### src/rtl/tdts_pkg.sv
// Shared types, constants and character-class functions for the token scanner.
package tdts_pkg;

  // Default parameter values
  localparam int HEAD_CHARS_DEF = 8;
  localparam int LINE_BITS_DEF  = 16;

  // Fixed field widths
  localparam int CH_W       = 8;
  localparam int KWI_W      = 4;
  localparam int LEN_W      = 8;
  localparam int HEAD_W     = 64;
  localparam int LINE_OUT_W = 16;
  localparam int MAX_HEAD   = HEAD_W / 8;

  // Queue between front and back
  localparam int QUEUE_DEPTH = 4;
  localparam int QPTR_W      = $clog2(QUEUE_DEPTH);
  localparam int QCNT_W      = $clog2(QUEUE_DEPTH + 1);

  // Character codes with special handling
  localparam logic [CH_W-1:0] CH_LF   = 8'h0A;
  localparam logic [CH_W-1:0] CH_HASH = 8'h23;
  localparam logic [CH_W-1:0] CH_EQ   = 8'h3D;
  localparam logic [CH_W-1:0] CH_LT   = 8'h3C;
  localparam logic [CH_W-1:0] CH_GT   = 8'h3E;
  localparam logic [CH_W-1:0] CH_BANG = 8'h21;

  // Keyword table, stored as right-justified strings
  localparam int KW_COUNT = 13;
  localparam logic [HEAD_W-1:0] KW_TEXT [KW_COUNT] = '{
    "START", "FINISH", "THEN", "IF", "WHILE", "INT", "DO",
    "FREAD", "FPRINT", "VOID", "RETURN", "PROGRAM", "DUMMY"
  };
  localparam int KW_LEN [KW_COUNT] = '{5, 6, 4, 2, 5, 3, 2, 5, 6, 4, 6, 7, 5};

  // Token kinds
  typedef enum logic [2:0] {
    KIND_EOF     = 3'd0,
    KIND_IDENT   = 3'd1,
    KIND_NUMBER  = 3'd2,
    KIND_OPER    = 3'd3,
    KIND_DELIM   = 3'd4,
    KIND_REL     = 3'd5,
    KIND_KEYWORD = 3'd6,
    KIND_ERROR   = 3'd7
  } tok_kind_t;

  // Recognizer states
  typedef enum logic [3:0] {
    ST_START  = 4'd0,
    ST_IDENT  = 4'd1,
    ST_NUMBER = 4'd2,
    ST_OPER   = 4'd3,
    ST_DELIM  = 4'd4,
    ST_EQ     = 4'd5,
    ST_ANGLE  = 4'd6,
    ST_BANG   = 4'd7,
    ST_NE     = 4'd8,
    ST_EQREL  = 4'd9
  } dfa_state_t;

  // One queue entry: an optional finished token, optionally followed by eof
  typedef struct packed {
    logic                  tok;
    logic                  eof;
    tok_kind_t             kind;
    logic [LEN_W-1:0]      len;
    logic [HEAD_W-1:0]     head;
    logic [LINE_OUT_W-1:0] line;
  } scan_entry_t;

  function automatic logic is_alpha(input logic [CH_W-1:0] c);
    return (c inside {[8'h41:8'h5A], [8'h61:8'h7A]});
  endfunction

  function automatic logic is_digit(input logic [CH_W-1:0] c);
    return (c inside {[8'h30:8'h39]});
  endfunction

  // : + - * / %
  function automatic logic is_oper(input logic [CH_W-1:0] c);
    return (c inside {8'h3A, 8'h2B, 8'h2D, 8'h2A, 8'h2F, 8'h25});
  endfunction

  // . ( ) , { } ; [ ]
  function automatic logic is_delim(input logic [CH_W-1:0] c);
    return (c inside {8'h2E, 8'h28, 8'h29, 8'h2C, 8'h7B, 8'h7D, 8'h3B, 8'h5B, 8'h5D});
  endfunction

  // State entered when a character is seen from the start state
  function automatic dfa_state_t start_class(input logic [CH_W-1:0] c);
    dfa_state_t s;
    if (is_alpha(c))                      s = ST_IDENT;
    else if (is_digit(c))                 s = ST_NUMBER;
    else if (is_oper(c))                  s = ST_OPER;
    else if (is_delim(c))                 s = ST_DELIM;
    else if (c == CH_EQ)                  s = ST_EQ;
    else if (c == CH_LT || c == CH_GT)    s = ST_ANGLE;
    else if (c == CH_BANG)                s = ST_BANG;
    else                                  s = ST_START;
    return s;
  endfunction

  // Kind reported when a token ends in a given state
  function automatic tok_kind_t end_kind(input dfa_state_t s);
    tok_kind_t k;
    case (s)
      ST_IDENT:  k = KIND_IDENT;
      ST_NUMBER: k = KIND_NUMBER;
      ST_OPER:   k = KIND_OPER;
      ST_DELIM:  k = KIND_DELIM;
      ST_EQ:     k = KIND_OPER;
      ST_ANGLE:  k = KIND_REL;
      ST_BANG:   k = KIND_ERROR;
      ST_NE:     k = KIND_REL;
      ST_EQREL:  k = KIND_REL;
      default:   k = KIND_EOF;
    endcase
    return k;
  endfunction

endpackage

### src/rtl/tdts_front.sv
// Front end: one character beat per cycle unless q_full; runs recognizer, queues tokens.
module tdts_front #(
  parameter int HEAD_CHARS = tdts_pkg::HEAD_CHARS_DEF,
  parameter int LINE_BITS  = tdts_pkg::LINE_BITS_DEF
) (
  input  logic                      clk,
  input  logic                      rst,
  input  logic                      in_valid,
  output logic                      in_ready,
  input  logic [tdts_pkg::CH_W-1:0] ch,
  input  logic                      at_end,
  input  logic                      q_full,
  output logic                      push,
  output tdts_pkg::scan_entry_t     push_data
);
  import tdts_pkg::*;

  localparam int TEXT_W = 8 * HEAD_CHARS;

  // Recognizer registers
  dfa_state_t          state, state_next;
  logic [LEN_W-1:0]    lex_count, lex_count_next;
  logic [TEXT_W-1:0]   lex_text, lex_text_next;
  logic [LINE_BITS-1:0] line_count, line_count_next;
  logic                in_comment, in_comment_next;
  logic                pair_taken, pair_taken_next;

  logic                accept;
  logic                live;
  logic                cmt_drop;
  logic                joins;
  logic                ends;
  dfa_state_t          cls;
  logic [LEN_W-1:0]    app_count;
  logic [TEXT_W-1:0]   app_text;

  assign in_ready = !q_full;
  assign accept   = in_valid && in_ready;
  assign live     = (state != ST_START);
  assign cls      = start_class(ch);

  // Character appended to the current lexeme
  always_comb begin
    app_text = lex_text;
    for (int i = 0; i < HEAD_CHARS; i++) begin
      if (lex_count == LEN_W'(i)) app_text[8*i +: 8] = ch;
    end
    app_count = (lex_count == '1) ? lex_count : lex_count + 1'b1;
  end

  // Classify the beat: dropped by a comment, joins the token, or ends it
  always_comb begin
    cmt_drop = !at_end && ((in_comment && ch != CH_LF) || (!in_comment && ch == CH_HASH));
    joins = 1'b0;
    case (state)
      ST_IDENT:  joins = is_alpha(ch);
      ST_NUMBER: joins = is_digit(ch);
      ST_EQ:     joins = (ch == CH_EQ) || (ch == CH_LT) || (ch == CH_GT);
      ST_ANGLE:  joins = !pair_taken && ((ch == CH_LT) || (ch == CH_GT));
      ST_BANG:   joins = (ch == CH_EQ);
      default:   joins = 1'b0;
    endcase
    joins = joins && !at_end && !cmt_drop;
    ends  = at_end ? live : (!cmt_drop && !joins && live);
  end

  // Next state
  always_comb begin
    state_next      = state;
    lex_count_next  = lex_count;
    lex_text_next   = lex_text;
    line_count_next = line_count;
    in_comment_next = in_comment;
    pair_taken_next = pair_taken;
    if (accept) begin
      if (at_end) begin
        state_next      = ST_START;
        lex_count_next  = '0;
        lex_text_next   = '0;
        in_comment_next = 1'b0;
        pair_taken_next = 1'b0;
      end else if (cmt_drop) begin
        in_comment_next = 1'b1;
      end else if (joins) begin
        in_comment_next = 1'b0;
        lex_count_next  = app_count;
        lex_text_next   = app_text;
        case (state)
          ST_EQ:    state_next = ST_EQREL;
          ST_BANG:  state_next = ST_NE;
          ST_ANGLE: pair_taken_next = 1'b1;
          default:  state_next = state;
        endcase
      end else begin
        // token (if any) ends; character is rescanned from the start state
        in_comment_next = 1'b0;
        pair_taken_next = 1'b0;
        state_next      = cls;
        if (ch == CH_LF) line_count_next = line_count + 1'b1;
        if (cls != ST_START) begin
          lex_count_next = LEN_W'(1);
          lex_text_next  = TEXT_W'(ch);
        end else begin
          lex_count_next = '0;
          lex_text_next  = '0;
        end
      end
    end
  end

  // Queue write
  always_comb begin
    push           = accept && (at_end || ends);
    push_data.tok  = at_end ? live : 1'b1;
    push_data.eof  = at_end;
    push_data.kind = end_kind(state);
    push_data.len  = lex_count;
    push_data.head = HEAD_W'(lex_text);
    push_data.line = LINE_OUT_W'(line_count);
  end

  always_ff @(posedge clk) begin
    if (rst) begin
      state      <= ST_START;
      lex_count  <= '0;
      lex_text   <= '0;
      line_count <= '0;
      in_comment <= 1'b0;
      pair_taken <= 1'b0;
    end else begin
      state      <= state_next;
      lex_count  <= lex_count_next;
      lex_text   <= lex_text_next;
      line_count <= line_count_next;
      in_comment <= in_comment_next;
      pair_taken <= pair_taken_next;
    end
  end

endmodule

### src/rtl/tdts_queue.sv
// Short register queue between the front end and the back end.
module tdts_queue (
  input  logic                  clk,
  input  logic                  rst,
  input  logic                  push,
  input  tdts_pkg::scan_entry_t push_data,
  input  logic                  pop,
  output tdts_pkg::scan_entry_t head,
  output logic                  empty,
  output logic                  full
);
  import tdts_pkg::*;

  scan_entry_t        slots [QUEUE_DEPTH];
  logic [QPTR_W-1:0]  wr_ptr;
  logic [QPTR_W-1:0]  rd_ptr;
  logic [QCNT_W-1:0]  fill;
  logic               do_push;
  logic               do_pop;

  assign empty   = (fill == '0);
  assign full    = (fill == QCNT_W'(QUEUE_DEPTH));
  assign do_push = push && !full;
  assign do_pop  = pop && !empty;
  assign head    = slots[rd_ptr];

  // Entry storage
  always_ff @(posedge clk) begin
    if (do_push) slots[wr_ptr] <= push_data;
  end

  // Pointers and fill count
  always_ff @(posedge clk) begin
    if (rst) begin
      wr_ptr <= '0;
      rd_ptr <= '0;
      fill   <= '0;
    end else begin
      if (do_push) wr_ptr <= wr_ptr + 1'b1;
      if (do_pop)  rd_ptr <= rd_ptr + 1'b1;
      case ({do_push, do_pop})
        2'b10:   fill <= fill + 1'b1;
        2'b01:   fill <= fill - 1'b1;
        default: fill <= fill;
      endcase
    end
  end

endmodule

### src/rtl/tdts_back.sv
// Back end: keyword lookup, eof split and the output register.
module tdts_back #(
  parameter int HEAD_CHARS = tdts_pkg::HEAD_CHARS_DEF
) (
  input  logic                            clk,
  input  logic                            rst,
  input  tdts_pkg::scan_entry_t           head,
  input  logic                            empty,
  output logic                            pop,
  output logic                            out_valid,
  input  logic                            out_ready,
  output tdts_pkg::tok_kind_t             token_kind,
  output logic [tdts_pkg::KWI_W-1:0]      keyword_index,
  output logic [tdts_pkg::LEN_W-1:0]      lexeme_length,
  output logic [tdts_pkg::HEAD_W-1:0]     lexeme_head,
  output logic [tdts_pkg::LINE_OUT_W-1:0] line_number,
  output logic                            is_last
);
  import tdts_pkg::*;

  function automatic logic [CH_W-1:0] upcase(input logic [CH_W-1:0] c);
    return (c inside {[8'h61:8'h7A]}) ? c - 8'h20 : c;
  endfunction

  // Case-insensitive match against the keyword table; 0 when none
  function automatic logic [KWI_W-1:0] kw_lookup(input logic [LEN_W-1:0] len,
                                                 input logic [HEAD_W-1:0] txt);
    logic [KWI_W-1:0] idx;
    logic             same;
    int               j;
    idx = '0;
    for (int k = 0; k < KW_COUNT; k++) begin
      same = (len == LEN_W'(KW_LEN[k])) && (KW_LEN[k] <= HEAD_CHARS);
      for (int i = 0; i < MAX_HEAD; i++) begin
        j = (i < KW_LEN[k]) ? KW_LEN[k] - 1 - i : 0;
        if (i < KW_LEN[k] && upcase(txt[8*i +: 8]) != KW_TEXT[k][8*j +: 8]) same = 1'b0;
      end
      if (same && idx == '0) idx = KWI_W'(k + 1);
    end
    return idx;
  endfunction

  logic             eof_phase;
  logic             load;
  logic             tok_first;
  logic [KWI_W-1:0] kwi;

  assign load      = !out_valid || out_ready;
  assign tok_first = head.tok && !eof_phase;
  assign kwi       = (head.kind == KIND_IDENT) ? kw_lookup(head.len, head.head) : '0;
  // a token followed by eof leaves the entry in place for a second beat
  assign pop       = load && !empty && !(tok_first && head.eof);

  // Eof phase marker
  always_ff @(posedge clk) begin
    if (rst) begin
      eof_phase <= 1'b0;
    end else if (load && !empty) begin
      eof_phase <= tok_first && head.eof;
    end
  end

  // Output valid
  always_ff @(posedge clk) begin
    if (rst) begin
      out_valid <= 1'b0;
    end else if (load) begin
      out_valid <= !empty;
    end
  end

  // Output payload
  always_ff @(posedge clk) begin
    if (load && !empty) begin
      line_number <= head.line;
      if (tok_first) begin
        token_kind    <= (kwi != '0) ? KIND_KEYWORD : head.kind;
        keyword_index <= kwi;
        lexeme_length <= head.len;
        lexeme_head   <= head.head;
        is_last       <= !head.eof;
      end else begin
        token_kind    <= KIND_EOF;
        keyword_index <= '0;
        lexeme_length <= '0;
        lexeme_head   <= '0;
        is_last       <= 1'b1;
      end
    end
  end

endmodule

### src/rtl/table_driven_token_scanner.sv
// Token scanner: one character beat in per cycle, up to two token beats out per character.
// The scanner accepts one character per clock for as long as its four-entry token queue has
// room; the recognizer step (class lookup, state update, lexeme append) is combinational
// logic in the front end, so the input rate is one beat per cycle. Tokens leave the back
// end through the queue and then an output register. An end-of-file beat that closes a
// pending token yields two output beats (the token, then eof) from one queue entry; the
// queue absorbs that extra beat and any output stall.
module table_driven_token_scanner #(
  parameter int HEAD_CHARS = tdts_pkg::HEAD_CHARS_DEF,
  parameter int LINE_BITS  = tdts_pkg::LINE_BITS_DEF
) (
  input  logic        clk,
  input  logic        rst,
  input  logic        s_axis_tvalid,
  output logic        s_axis_tready,
  input  logic [7:0]  s_axis_tdata,   // [7:0] ch
  input  logic [0:0]  s_axis_tuser,   // [0] at_end
  output logic        m_axis_tvalid,
  input  logic        m_axis_tready,
  output logic [95:0] m_axis_tdata,   // [3:0] keyword_index, [11:4] lexeme_length,
                                      // [75:12] lexeme_head, [91:76] line_number, rest 0
  output logic [2:0]  m_axis_tuser,   // [2:0] token_kind
  output logic        m_axis_tlast    // is_last
);
  import tdts_pkg::*;

  logic                  q_full;
  logic                  q_empty;
  logic                  push;
  logic                  pop;
  scan_entry_t           push_data;
  scan_entry_t           q_head;
  tok_kind_t             token_kind;
  logic [KWI_W-1:0]      keyword_index;
  logic [LEN_W-1:0]      lexeme_length;
  logic [HEAD_W-1:0]     lexeme_head;
  logic [LINE_OUT_W-1:0] line_number;

  tdts_front #(
    .HEAD_CHARS (HEAD_CHARS),
    .LINE_BITS  (LINE_BITS)
  ) u_front (
    .clk       (clk),
    .rst       (rst),
    .in_valid  (s_axis_tvalid),
    .in_ready  (s_axis_tready),
    .ch        (s_axis_tdata),
    .at_end    (s_axis_tuser[0]),
    .q_full    (q_full),
    .push      (push),
    .push_data (push_data)
  );

  tdts_queue u_queue (
    .clk       (clk),
    .rst       (rst),
    .push      (push),
    .push_data (push_data),
    .pop       (pop),
    .head      (q_head),
    .empty     (q_empty),
    .full      (q_full)
  );

  tdts_back #(
    .HEAD_CHARS (HEAD_CHARS)
  ) u_back (
    .clk           (clk),
    .rst           (rst),
    .head          (q_head),
    .empty         (q_empty),
    .pop           (pop),
    .out_valid     (m_axis_tvalid),
    .out_ready     (m_axis_tready),
    .token_kind    (token_kind),
    .keyword_index (keyword_index),
    .lexeme_length (lexeme_length),
    .lexeme_head   (lexeme_head),
    .line_number   (line_number),
    .is_last       (m_axis_tlast)
  );

  // Output beat packing
  assign m_axis_tdata = {4'b0000, line_number, lexeme_head, lexeme_length, keyword_index};
  assign m_axis_tuser = token_kind;

endmodule
### config.mk
export PLATFORM = sky130hd
export DESIGN_NAME = table_driven_token_scanner
export DESIGN_NICKNAME = d
export VERILOG_FILES = /design/src/rtl/tdts_pkg.sv /design/src/rtl/tdts_front.sv /design/src/rtl/tdts_queue.sv /design/src/rtl/tdts_back.sv /design/src/rtl/table_driven_token_scanner.sv
export SDC_FILE = /design/constraint.sdc
export NUM_CORES = 1
export LEC_CHECK = 0
export BUFFER_PORTS_ARGS = -buffer_cell sky130_fd_sc_hd__buf_2
export CORE_MARGIN = 2
export CORE_UTILIZATION = 45
export DETAILED_ROUTE_END_ITERATION = 8
export HOLD_SLACK_MARGIN = 0.08
export PLACE_DENSITY_LB_ADDON = 0.25
export SLEW_MARGIN = 10
export SYNTH_ARGS = -nofsm -noshare
export SYNTH_HDL_FRONTEND = slang
export SYNTH_SLANG_ARGS = --single-unit
### constraint.sdc
create_clock -name clk -period 15.1 [get_ports clk]
set_clock_uncertainty 0.05 [all_clocks]
set_input_delay 3.02 -clock clk [delete_from_list [all_inputs] [get_ports clk]]
set_output_delay 3.02 -clock clk [all_outputs]
set_load 0.02 [all_outputs]
==> results.tsv, run 1 <==
metric	value	unit
# DRC	0	
period utilization	43.43	%
CP Cell Sequence	buf_2, or2_2, nor3_1, a2111oi_0, a32oi_1, o21ai_0, o21ai_1, and2_4, buf_4	
Slowest-stage cell, CP	buf_4	
met3 Resource Use GR	2.815	%
grt peak-use layer	met2	
Synth-to-Final Area Change	13.88	%
clock transition at the registers of the reported paths	0.06	ns
max_cap viols	0	
ratio of cells with drive above 1 in the final layout	20.21	%
Internal	0.003256	W
sequential area share after synthesis	70.72	%
I/O pins	115	
multi-input logic area	0.006272	sq mm
CTS Root Cell	clkbuf_16	
CP bufs+invs	2	
routing usage on met1	28.06	%
Syn Area/Cell	16.29	sq um
hold_ws	0.4324	ns
Hold-fix buffers, CTS	0	
routed via count	12500	
GRT Overall Usage	18.99	%
row cnt	82	
Top FF cell, synth	edfxtp_1	
fin cells	2255	
vias in the first global route	12200	
utilization after layout	51.94	%
Flop pwr share	44.8	%
commonest non-fill, non-tap cell in the layout	edfxtp_1	
part of the power in the clock network	30.8	%
mapped cell area	0.02293	sq mm
setup TNS	0	ns
Crit Path Max Fanout	48	
Congestion Overflow GR	0	
total number of cells along the worst setup path	9	
cts repair resizes	0	
Worst EP required	15.27	ns
Initial Utilization	45.61	%
post-synthesis cell type count	77	
initial antenna violation count	1	
crit start category	input pin	
FF/Latch Area	0.01622	sq mm
postcts setup bufs	0	
antenna diode count	0	
via/cell ratio	5.541	
sw frac	30.81	%
Pwr Density	180.2	mW/mm^2
nets@finish	1566	
port bufs	110	
actual slew at the worst max-slew pin	0.9947	ns
worst setup margin	8.542	ns
status	finished clean	
final setup fails	0	
Worst R2R End	u_back.token_kind[1]	
fraction of registers with async set/reset	0	%
fin crit period	6.558	ns
Synth Register Bits	576	
final hold violation count	0	
r2r setup slk	9.62	ns
synth warn	0	
clock buffer count from CTS	57	
Gate power share	24.4	%
most frequent cells in the layout	edfxtp_1, nor2_1, buf_2	
Max-slew headroom	33.68	%
hold path endpoint	u_queue.slots[2][88]	
post-DP HPWL	31220	um
clk sink count	576	
CTS tree	built	
Worst Min Path Start	u_front.push_data[88]	
first-pass GRT wire length	75580	um
Fmax	0.1525	GHz
family with the most delay on the worst path	compound AO/OA/AOI/OAI gates	
CP endpoint kind	flop	
GR Util met2	29.09	%
Synth Instances	1408	
Clock Latency Late Sink	0.61	ns
htree depth	2	
Place WS	7.977	ns
switching pwr	0.001450	W
Cells on Worst Hold Path	0	
clock buffer depth	3	
first drt pass iteration count	5	
CP peak stage delay	0.73	ns
VDD IR max	0.1174	mV
Data arrival, critical path	6.73	ns
crit path kind	input pin to flop	
Chip Width	229.7	um
placed cells	2148	
wire per inst	22.31	um
final wirelength	50320	um
Final ANT Viol Nets	0	
number of synthesized flops with an enable pin	468	
die area	0.05278	sq mm
Fillers	4171	
Lkg Pwr	8.950	nW
Tightest Hold Check Type	flop to flop	
final-report max-slew violation count	0	
die height	229.7	um
largest net degree at the start of global routing	77	
global placement routability congestion	0.9054	
RSZ-0062 raised after global routing	false	
cells on worst reg2reg path	13	
DRT iter0 DRCs	1288	
core footprint	0.05027	sq mm
[through the flow]
| stage | power [W] | instance area, sq um |
|---|---|---|
| after floorplan | 0.002929 | 22940 |
| after global placement | 0.003293 | 24160 |
| after detailed placement | 0.003304 | 24160 |
| after CTS | 0.004757 | 26110 |
| after global routing | 0.004905 | 26110 |
| final | 0.004706 | 26110 |
[synthesized netlist by cell type (all sizes together), types with 3 or more instances]
cell type,instances,share of area (%)
a21oi,25,0.55
a22oi,9,0.29
a31o,3,0.11
a31oi,5,0.14
a32o,3,0.13
a32oi,3,0.11
and2,10,0.27
and3,10,0.27
and4,9,0.35
buf,26,0.83
clkbuf,35,0.57
dfxtp,108,9.4
edfxtp,468,61
ha,17,0.93
inv,41,0.67
mux2,3,0.15
mux2i,58,2.5
mux4,92,9.2
nand2,50,0.82
nand2b,11,0.30
nand3,16,0.35
nand3b,7,0.23
nand4,16,0.44
nand4b,6,0.23
nor2,137,2.3
nor2b,74,2.0
nor3,21,0.48
nor3b,14,0.46
nor4,17,0.46
nor4b,8,0.33
o21ai,17,0.37
o22ai,3,0.082
o31ai,4,0.13
or3,12,0.33
or4,8,0.28
or4b,4,0.17
xnor2,7,0.27
xor2,16,0.61
[area by class of cell]
type / count / area share [%]
clock buffer: 74 / 6.019
clock inverter: 33 / 1.442
inverter: 41 / 0.5894
multi-input combinational: 733 / 24.02
sequential: 576 / 62.13
tap: 672 / 3.220
timing repair buffer: 126 / 2.578
[metal layers]
| layer | share of wire [%] | up-vias |
|---|---|---|
| met5 | 0 | - |
| met1 | 46 | 6301 |
| met3 | 5.9 | 92 |
| li1 | - | 5697 |
| met4 | 2.6 | 0 |
| met2 | 46 | 406 |
[state kept, by name (all words and copies together), names as in the netlist, named ones only]
register / cells
u_back.is_last: 1
u_queue.wr_ptr: 2
u_back.keyword_index: 4
u_front.lex_text: 64
u_front.lex_count: 8
u_front.line_count: 16
u_front.pair_taken: 1
u_front.state: 4
u_back.token_kind: 3
u_back.lexeme_length: 8
u_queue.rd_ptr: 2
u_front.in_comment: 1
u_back.line_number: 16
u_back.lexeme_head: 64
u_back.out_valid: 1
u_front.push_data: 3
u_back.eof_phase: 1
u_queue.slots: 372
u_queue.fill: 3
[logic make-up after synthesis]
kind of cell	after synthesis	synth area share (%)
AO/OA/AOI/OAI	97	2.979
XOR/XNOR	23	0.8785
AND/OR/NAND/NOR	438	10.38
flip-flops	576	70.72
multiplexers	153	11.93
buffers and inverters	102	2.079
other	1	0.01635
adder cells (fa/ha/maj)	18	1.015
[worst reg2reg max path: cells and delay by family (launching register included)]
family                     cells  cell delay (ns)
buffers and inverters          2             0.73
muxes                          1             0.70
adders and majority gates      1             0.24
and+or+nand+nor                5             1.87
DFF                            1             0.83
AOI/OAI and AO/OA              4             0.83
[power groups by stage]
| stage | logic [W] | clock network (W) | registers (W) |
|---|---|---|---|
| after CTS | 0.00117 | 0.00148 | 0.00211 |
| final | 0.00115 | 0.00145 | 0.00211 |
| after detailed placement | 0.00116 | 0 | 0.00214 |
| after floorplan | 0.000608 | 0 | 0.00232 |
| after global routing | 0.00123 | 0.00154 | 0.00213 |
| after global placement | 0.00116 | 0 | 0.00214 |
[worst max path at each step]
stage / from / endpoint
finish: s_axis_tdata[1] / u_queue.slots[2][31]
global route: s_axis_tdata[1] / u_queue.slots[2][31]
CTS: s_axis_tdata[0] / u_queue.slots[2][81]
detailed placement: s_axis_tdata[0] / u_queue.slots[2][57]
global placement: s_axis_tdata[0] / u_queue.slots[2][52]
floorplan: m_axis_tready / u_queue.fill[2]
Power figures use the tool's default switching activity.
==> inputs of run 2 (changes only) <==
==> constraint.sdc (replaced) <==
create_clock -name clk -period 6.58 [get_ports clk]
set_clock_uncertainty 0.05 [all_clocks]
set_input_delay 1.316 -clock clk [delete_from_list [all_inputs] [get_ports clk]]
set_output_delay 1.316 -clock clk [all_outputs]
set_load 0.02 [all_outputs]
==> run 2 against run 1 <==
  * Non-clock buffer count increased by 8
  * Critical endpoint is now u_back.token_kind[0]
  * Worst hold slack improved by 0.0047 ns
  * Final area down 0.12%
  * Via count is 0.90% higher
  * Clock power increased by 120%
  * Wire length is 1.8% higher
  * Setup slack lost 6.9 ns
==> results.tsv, run 2 (synthesized netlist as in run 1, its figures left out) <==
metric	value	unit
VDD IR max	0.4115	mV
Gate power share	25.0	%
Largest register FFs	372	
die height	229.7	um
ratio of cells with drive above 1 in the final layout	19.69	%
wire per inst	22.64	um
routed via count	12610	
vias in the first global route	12440	
clock buffer depth	3	
Tightest Hold Check Type	flop to flop	
first drt pass iteration count	7	
sw frac	31.16	%
antenna diode count	0	
fin crit period	4.930	ns
clk sink count	576	
period utilization	74.92	%
Synth-to-Final Area Change	13.73	%
final setup fails	0	
cts repair resizes	0	
port bufs	110	
first-pass GRT wire length	77890	um
r2r setup slk	1.65	ns
via/cell ratio	5.574	
Top Registers	u_queue.slots x372, u_back.lexeme_head x64, u_front.lex_text x64	
switching pwr	0.003310	W
CTS tree	built	
Fmax	0.2029	GHz
crit start category	flop	
commonest non-fill, non-tap cell in the layout	edfxtp_1	
row cnt	82	
GRT Overall Usage	19.54	%
Worst EP required	6.90	ns
Pwr Density	407.3	mW/mm^2
final-report max-slew violation count	0	
Chip Width	229.7	um
max_cap viols	0	
Max-slew headroom	35.51	%
part of the power in the clock network	29.6	%
overall power	0.01062	W
multi-input logic area	0.006272	sq mm
setup TNS	0	ns
Hold-fix buffers, CTS	0	
post-DP HPWL	32550	um
core footprint	0.05027	sq mm
FF/Latch Area	0.01622	sq mm
Clock Latency Late Sink	0.62	ns
Data arrival, critical path	5.25	ns
Internal	0.007311	W
nets@finish	1573	
status	finished clean	
Initial Utilization	45.61	%
cells on worst reg2reg path	12	
final hold violation count	0	
largest net degree at the start of global routing	77	
htree depth	2	
Biggest register	u_queue.slots	
most frequent cells in the layout	edfxtp_1, nor2_1, buf_2	
initial antenna violation count	1	
# DRC	0	
CTS Root Cell	clkbuf_16	
Worst R2R End	u_back.token_kind[0]	
worst setup path endpoint	u_back.token_kind[0]	
die area	0.05278	sq mm
clock transition at the registers of the reported paths	0.06	ns
Lkg Pwr	8.924	nW
postcts setup bufs	0	
CP endpoint kind	flop	
I/O pins	115	
Flop pwr share	45.5	%
Congestion Overflow GR	0	
crit path kind	flop to flop	
RSZ-0062 raised after global routing	false	
Crit Path Max Fanout	37	
final wirelength	51200	um
Final ANT Viol Nets	0	
global placement routability congestion	0.8853	
DRT iter0 DRCs	1286	
hold_ws	0.4371	ns
Fillers	4123	
actual slew at the worst max-slew pin	0.9429	ns
clock buffer count from CTS	56	
[run 2: cell type report]
type	instances	area share (%)
clock inverter	21	0.8204
timing repair buffer	134	3.003
inverter	41	0.5901
tap	672	3.224
sequential	576	62.21
clock buffer	85	6.103
multi-input combinational	733	24.05
[run 2: critical path, cell delays in order, from the launching register on]
cell and delay (ns):
dfxtp_4 0.87, mux4_1 0.68, inv_1 0.10, ha_1 0.24
o21ba_2 0.20, o2bb2ai_1 0.12, or4_1 0.60, nor4_1 0.42
nor4b_1 0.50, nand4_1 0.25, or3b_1 0.28, o41ai_4 0.15
and3b_1 0.23
[run 2: how the worst min path moves through the flow]
stage,from,to,slack (ns),depth (start not counted)
final,u_back.eof_phase,u_back.eof_phase,0.44,2
after global routing,u_front.push_data[89],u_queue.slots[1][89],0.45,0
after CTS,u_front.push_data[88],u_queue.slots[2][88],0.44,0
after detailed placement,u_front.push_data[88],u_queue.slots[2][88],0.42,0
after global placement,u_front.push_data[89],u_queue.slots[2][89],0.40,0
after floorplan,u_front.pair_taken,u_front.pair_taken,0.39,2
[run 2: stage by stage]
| step | std cells | cell area, sq um | utilization [%] | setup WS (ns) |
|---|---|---|---|---|
| finish | 2262 | 26080 | 51.87 | 1.651 |
| global route | 2262 | 26080 | 51.87 | 1.364 |
| CTS | 2262 | 26080 | 51.87 | 1.686 |
| detailed placement | 2156 | 24270 | 48.28 | 1.527 |
| global placement | 2156 | 24270 | 48.28 | 1.599 |
| floorplan | 1411 | 22940 | - | 0.5512 |
[run 2: layer usage]
| metal | vias to the layer above | GRT usage, % | wire, um |
|---|---|---|---|
| li1 | 5710 | - | - |
| met5 | - | 0 | 0 |
| met1 | 6454 | 28.37 | 23330 |
| met2 | 376 | 30.94 | 24120 |
| met4 | 0 | 5.625 | 1112 |
| met3 | 69 | 2.877 | 2644 |
[run 2: power groups by stage]
stage / sequential [W] / combinational (W) / clock (W)
after detailed placement: 0.00492 / 0.00269 / 0
after CTS: 0.00484 / 0.00270 / 0.00320
after floorplan: 0.00529 / 0.00140 / 0
final: 0.00483 / 0.00265 / 0.00314
after global placement: 0.00490 / 0.00267 / 0
after global routing: 0.00489 / 0.00286 / 0.00334
==> inputs of run 3 (changes only) <==
--- a/config.mk
+++ b/config.mk
@@ -5,6 +5,7 @@
 export SDC_FILE = /design/constraint.sdc
 export NUM_CORES = 1
 export LEC_CHECK = 0
+export ABC_AREA = 1
 export BUFFER_PORTS_ARGS = -buffer_cell sky130_fd_sc_hd__buf_2
 export CORE_MARGIN = 2
 export CORE_UTILIZATION = 45
==> constraint.sdc (replaced) <==
create_clock -name clk -period 4.95 [get_ports clk]
set_clock_uncertainty 0.05 [all_clocks]
set_input_delay 0.99 -clock clk [delete_from_list [all_inputs] [get_ports clk]]
set_output_delay 0.99 -clock clk [all_outputs]
set_load 0.02 [all_outputs]
==> run 3 against run 2 <==
  * Cell count is 37% higher
  * Synthesized cell count is 59% higher
  * Register-to-register slack worse by 0.53 ns
  * Critical path depth is 10 higher
  * Largest cell class unchanged
  * Largest power group unchanged
  * Global-route usage is 2.2 points higher
  * Critical endpoint is now u_back.token_kind[2]
  * Sequential power is 38% higher
  * Maximum frequency is 29% higher
  * Synthesized area is 3.9% higher
  * Critical path type unchanged
  * Via count is 29% higher
==> results.tsv, run 3 <==
metric	value	unit
status	finished clean	
Syn Area/Cell	10.62	sq um
Top Registers	u_queue.slots x372, u_back.lexeme_head x64, u_front.lex_text x64	
Synth Register Bits	576	
final-report max-slew violation count	0	
Post-synth top cells	nand2_1, edfxtp_1, nor2_1, nand3_1, o21ai_0	
clock transition at the registers of the reported paths	0.06	ns
CP endpoint kind	flop	
Chip Width	234.1	um
Biggest register	u_queue.slots	
Hold-fix buffers, CTS	0	
global placement routability congestion	0.9242	
first drt pass iteration count	6	
nets@finish	2392	
largest cells by area after synthesis	edfxtp_1, dfxtp_1, nand2_1, nor2_1, nand3_1	
routed via count	16280	
fraction of registers with async set/reset	0	%
via/cell ratio	5.255	
I/O pins	115	
core footprint	0.05245	sq mm
area leader, netlist	edfxtp_1	
period utilization	77.44	%
actual slew at the worst max-slew pin	0.8835	ns
Synth Instances	2243	
count leader, synth	nand2_1	
die height	234.1	um
Synth-to-Final Area Change	13.67	%
most frequent cells in the layout	nand2_1, edfxtp_1, nor2_1	
RSZ-0062 raised after global routing	false	
Cells on Worst Hold Path	2	
htree depth	2	
synth warn	0	
sw frac	36.50	%
CTS tree	built	
Lkg Pwr	10.23	nW
commonest non-fill, non-tap cell in the layout	nand2_1	
fin crit period	3.833	ns
Pwr Density	590.9	mW/mm^2
DRT iter0 DRCs	1317	
cts repair resizes	0	
Top FF cell, synth	edfxtp_1	
Congestion Overflow GR	0	
Flop pwr share	41.7	%
Data arrival, critical path	4.16	ns
ratio of cells with drive above 1 in the final layout	12.37	%
overall power	0.01600	W
Synth top area share	59.00	%
Clock Latency Late Sink	0.64	ns
final wirelength	58950	um
postcts setup bufs	0	
sequential area share after synthesis	68.08	%
Initial Utilization	45.42	%
row cnt	84	
Worst R2R End	u_back.token_kind[2]	
vias in the first global route	15740	
Largest register FFs	372	
clock buffer depth	3	
cells on worst reg2reg path	22	
crit start category	flop	
mapped cell area	0.02382	sq mm
VDD IR max	0.3416	mV
# DRC	0	
part of the power in the clock network	27.1	%
first-pass GRT wire length	90280	um
die area	0.05479	sq mm
crit path kind	flop to flop	
clock buffer count from CTS	57	
number of synthesized flops with an enable pin	468	
clk sink count	576	
GRT Overall Usage	21.72	%
Fmax	0.2609	GHz
initial antenna violation count	0	
final hold violation count	0	
Internal	0.01016	W
Gate power share	31.2	%
largest net degree at the start of global routing	136	
final setup fails	0	
Worst Min Path Start	u_queue.rd_ptr[1]	
setup TNS	0	ns
Final ANT Viol Nets	0	
port bufs	110	
r2r setup slk	1.12	ns
post-synthesis cell type count	54	
Worst EP required	5.28	ns
Tightest Hold Check Type	flop to flop	
max_cap viols	0	
Crit Path Max Fanout	47	
CTS Root Cell	clkbuf_16	
switching pwr	0.005840	W
wire per inst	19.03	um
post-DP HPWL	37470	um
Max-slew headroom	41.10	%
[run 3: cell types whose count changed in the layout (fill, tap and decap cells not counted), moves of 15 or more]
cell | before | now
nand2_1 | 50 | 501
nor2_1 | 136 | 363
nand3_1 | 16 | 148
o21ai_0 | 16 | 144
inv_1 | 41 | 135
mux4_2 | 79 | 0
nor2b_1 | 74 | 1
mux2i_1 | 58 | 0
a21oi_1 | 24 | 76
o22ai_1 | 3 | 21
xor2_1 | 16 | 1
[run 3: cell type report]
type	instances	area, sq um
multi-input combinational	1429	6576
clock buffer	70	1505
tap	688	860.8
inverter	154	584.3
antenna	1	2.502
fill	4562	25370
timing repair buffer	143	923.4
clock inverter	37	400.4
sequential	576	16220
[run 3: metal layers]
layer	GRT usage (%)	vias to the layer above	share of wire, %
li1	-	7917	-
met1	29.83	7878	45
met2	36.05	404	48
met3	2.943	82	5.0
met4	6.527	0	2.5
met5	0	-	0
[run 3: power by group through the flow]
stage                     combinational, W  clock (W)  sequential (W)
final                              0.00500    0.00433         0.00667
after global placement             0.00496          0         0.00674
after global routing               0.00551    0.00461         0.00675
after floorplan                    0.00279          0         0.00732
after CTS                          0.00503    0.00440         0.00668
after detailed placement           0.00501          0         0.00677
[run 3: critical path, cell delays in order, from the launching register on]
cell and delay (ns):
dfxtp_4 0.39, buf_4 0.46, nand2_1 0.09, o21ai_1 0.09, nand2_1 0.06, nand2_1 0.22, inv_1 0.13, ha_1 0.22
or2_0 0.22, nand3b_1 0.09, nand3_1 0.10, nand2_1 0.11, nor2_2 0.07, nand2_1 0.11, nor2_1 0.05, nand2_1 0.07
nand3_1 0.07, nor2_1 0.13, nand4_1 0.21, o21ai_2 0.33, nand3_1 0.11, nand2_1 0.08, inv_1 0.04
[run 3: worst max path at each step]
| stage | depth (start not counted) | end | startpoint |
|---|---|---|---|
| after global routing | 22 | u_back.token_kind[2] | flop |
| after global placement | 23 | u_queue.fill[2] | s_axis_tdata[0] |
| after detailed placement | 23 | u_queue.fill[2] | s_axis_tdata[0] |
| after CTS | 17 | u_back.token_kind[2] | flop |
| final | 22 | u_back.token_kind[2] | flop |
| after floorplan | 20 | u_queue.slots[0][0] | s_axis_tdata[0] |
[run 3: cells by family (layout without fill, tap and decap cells)]
logic type / after synthesis / in the layout / share of synthesized area, %
simple gates: 1112 / 1112 / 19.33
flops: 576 / 576 / 68.08
compound gates: 292 / 292 / 6.887
buf+inv: 241 / 404 / 4.549
fa+ha+maj: 18 / 18 / 0.9770
xor+xnor: 2 / 2 / 0.07355
other cells: 1 / 5 / 0.01574
mux: 1 / 1 / 0.09455
[run 3: through the flow]
stage                     setup slack [ns]  hold slack (ns)  util, %  cells  cell area (sq um)
after global routing                0.8428           0.4488    51.62   3097              27070
final                                1.117           0.4190    51.63   3098              27080
after global placement              0.5910           0.3919    47.99   2990              25170
after floorplan                    -0.3808           0.3811        -   2246              23860
after detailed placement            0.6410           0.4156    47.99   2990              25170
after CTS                            1.135           0.4263    51.62   3097              27070
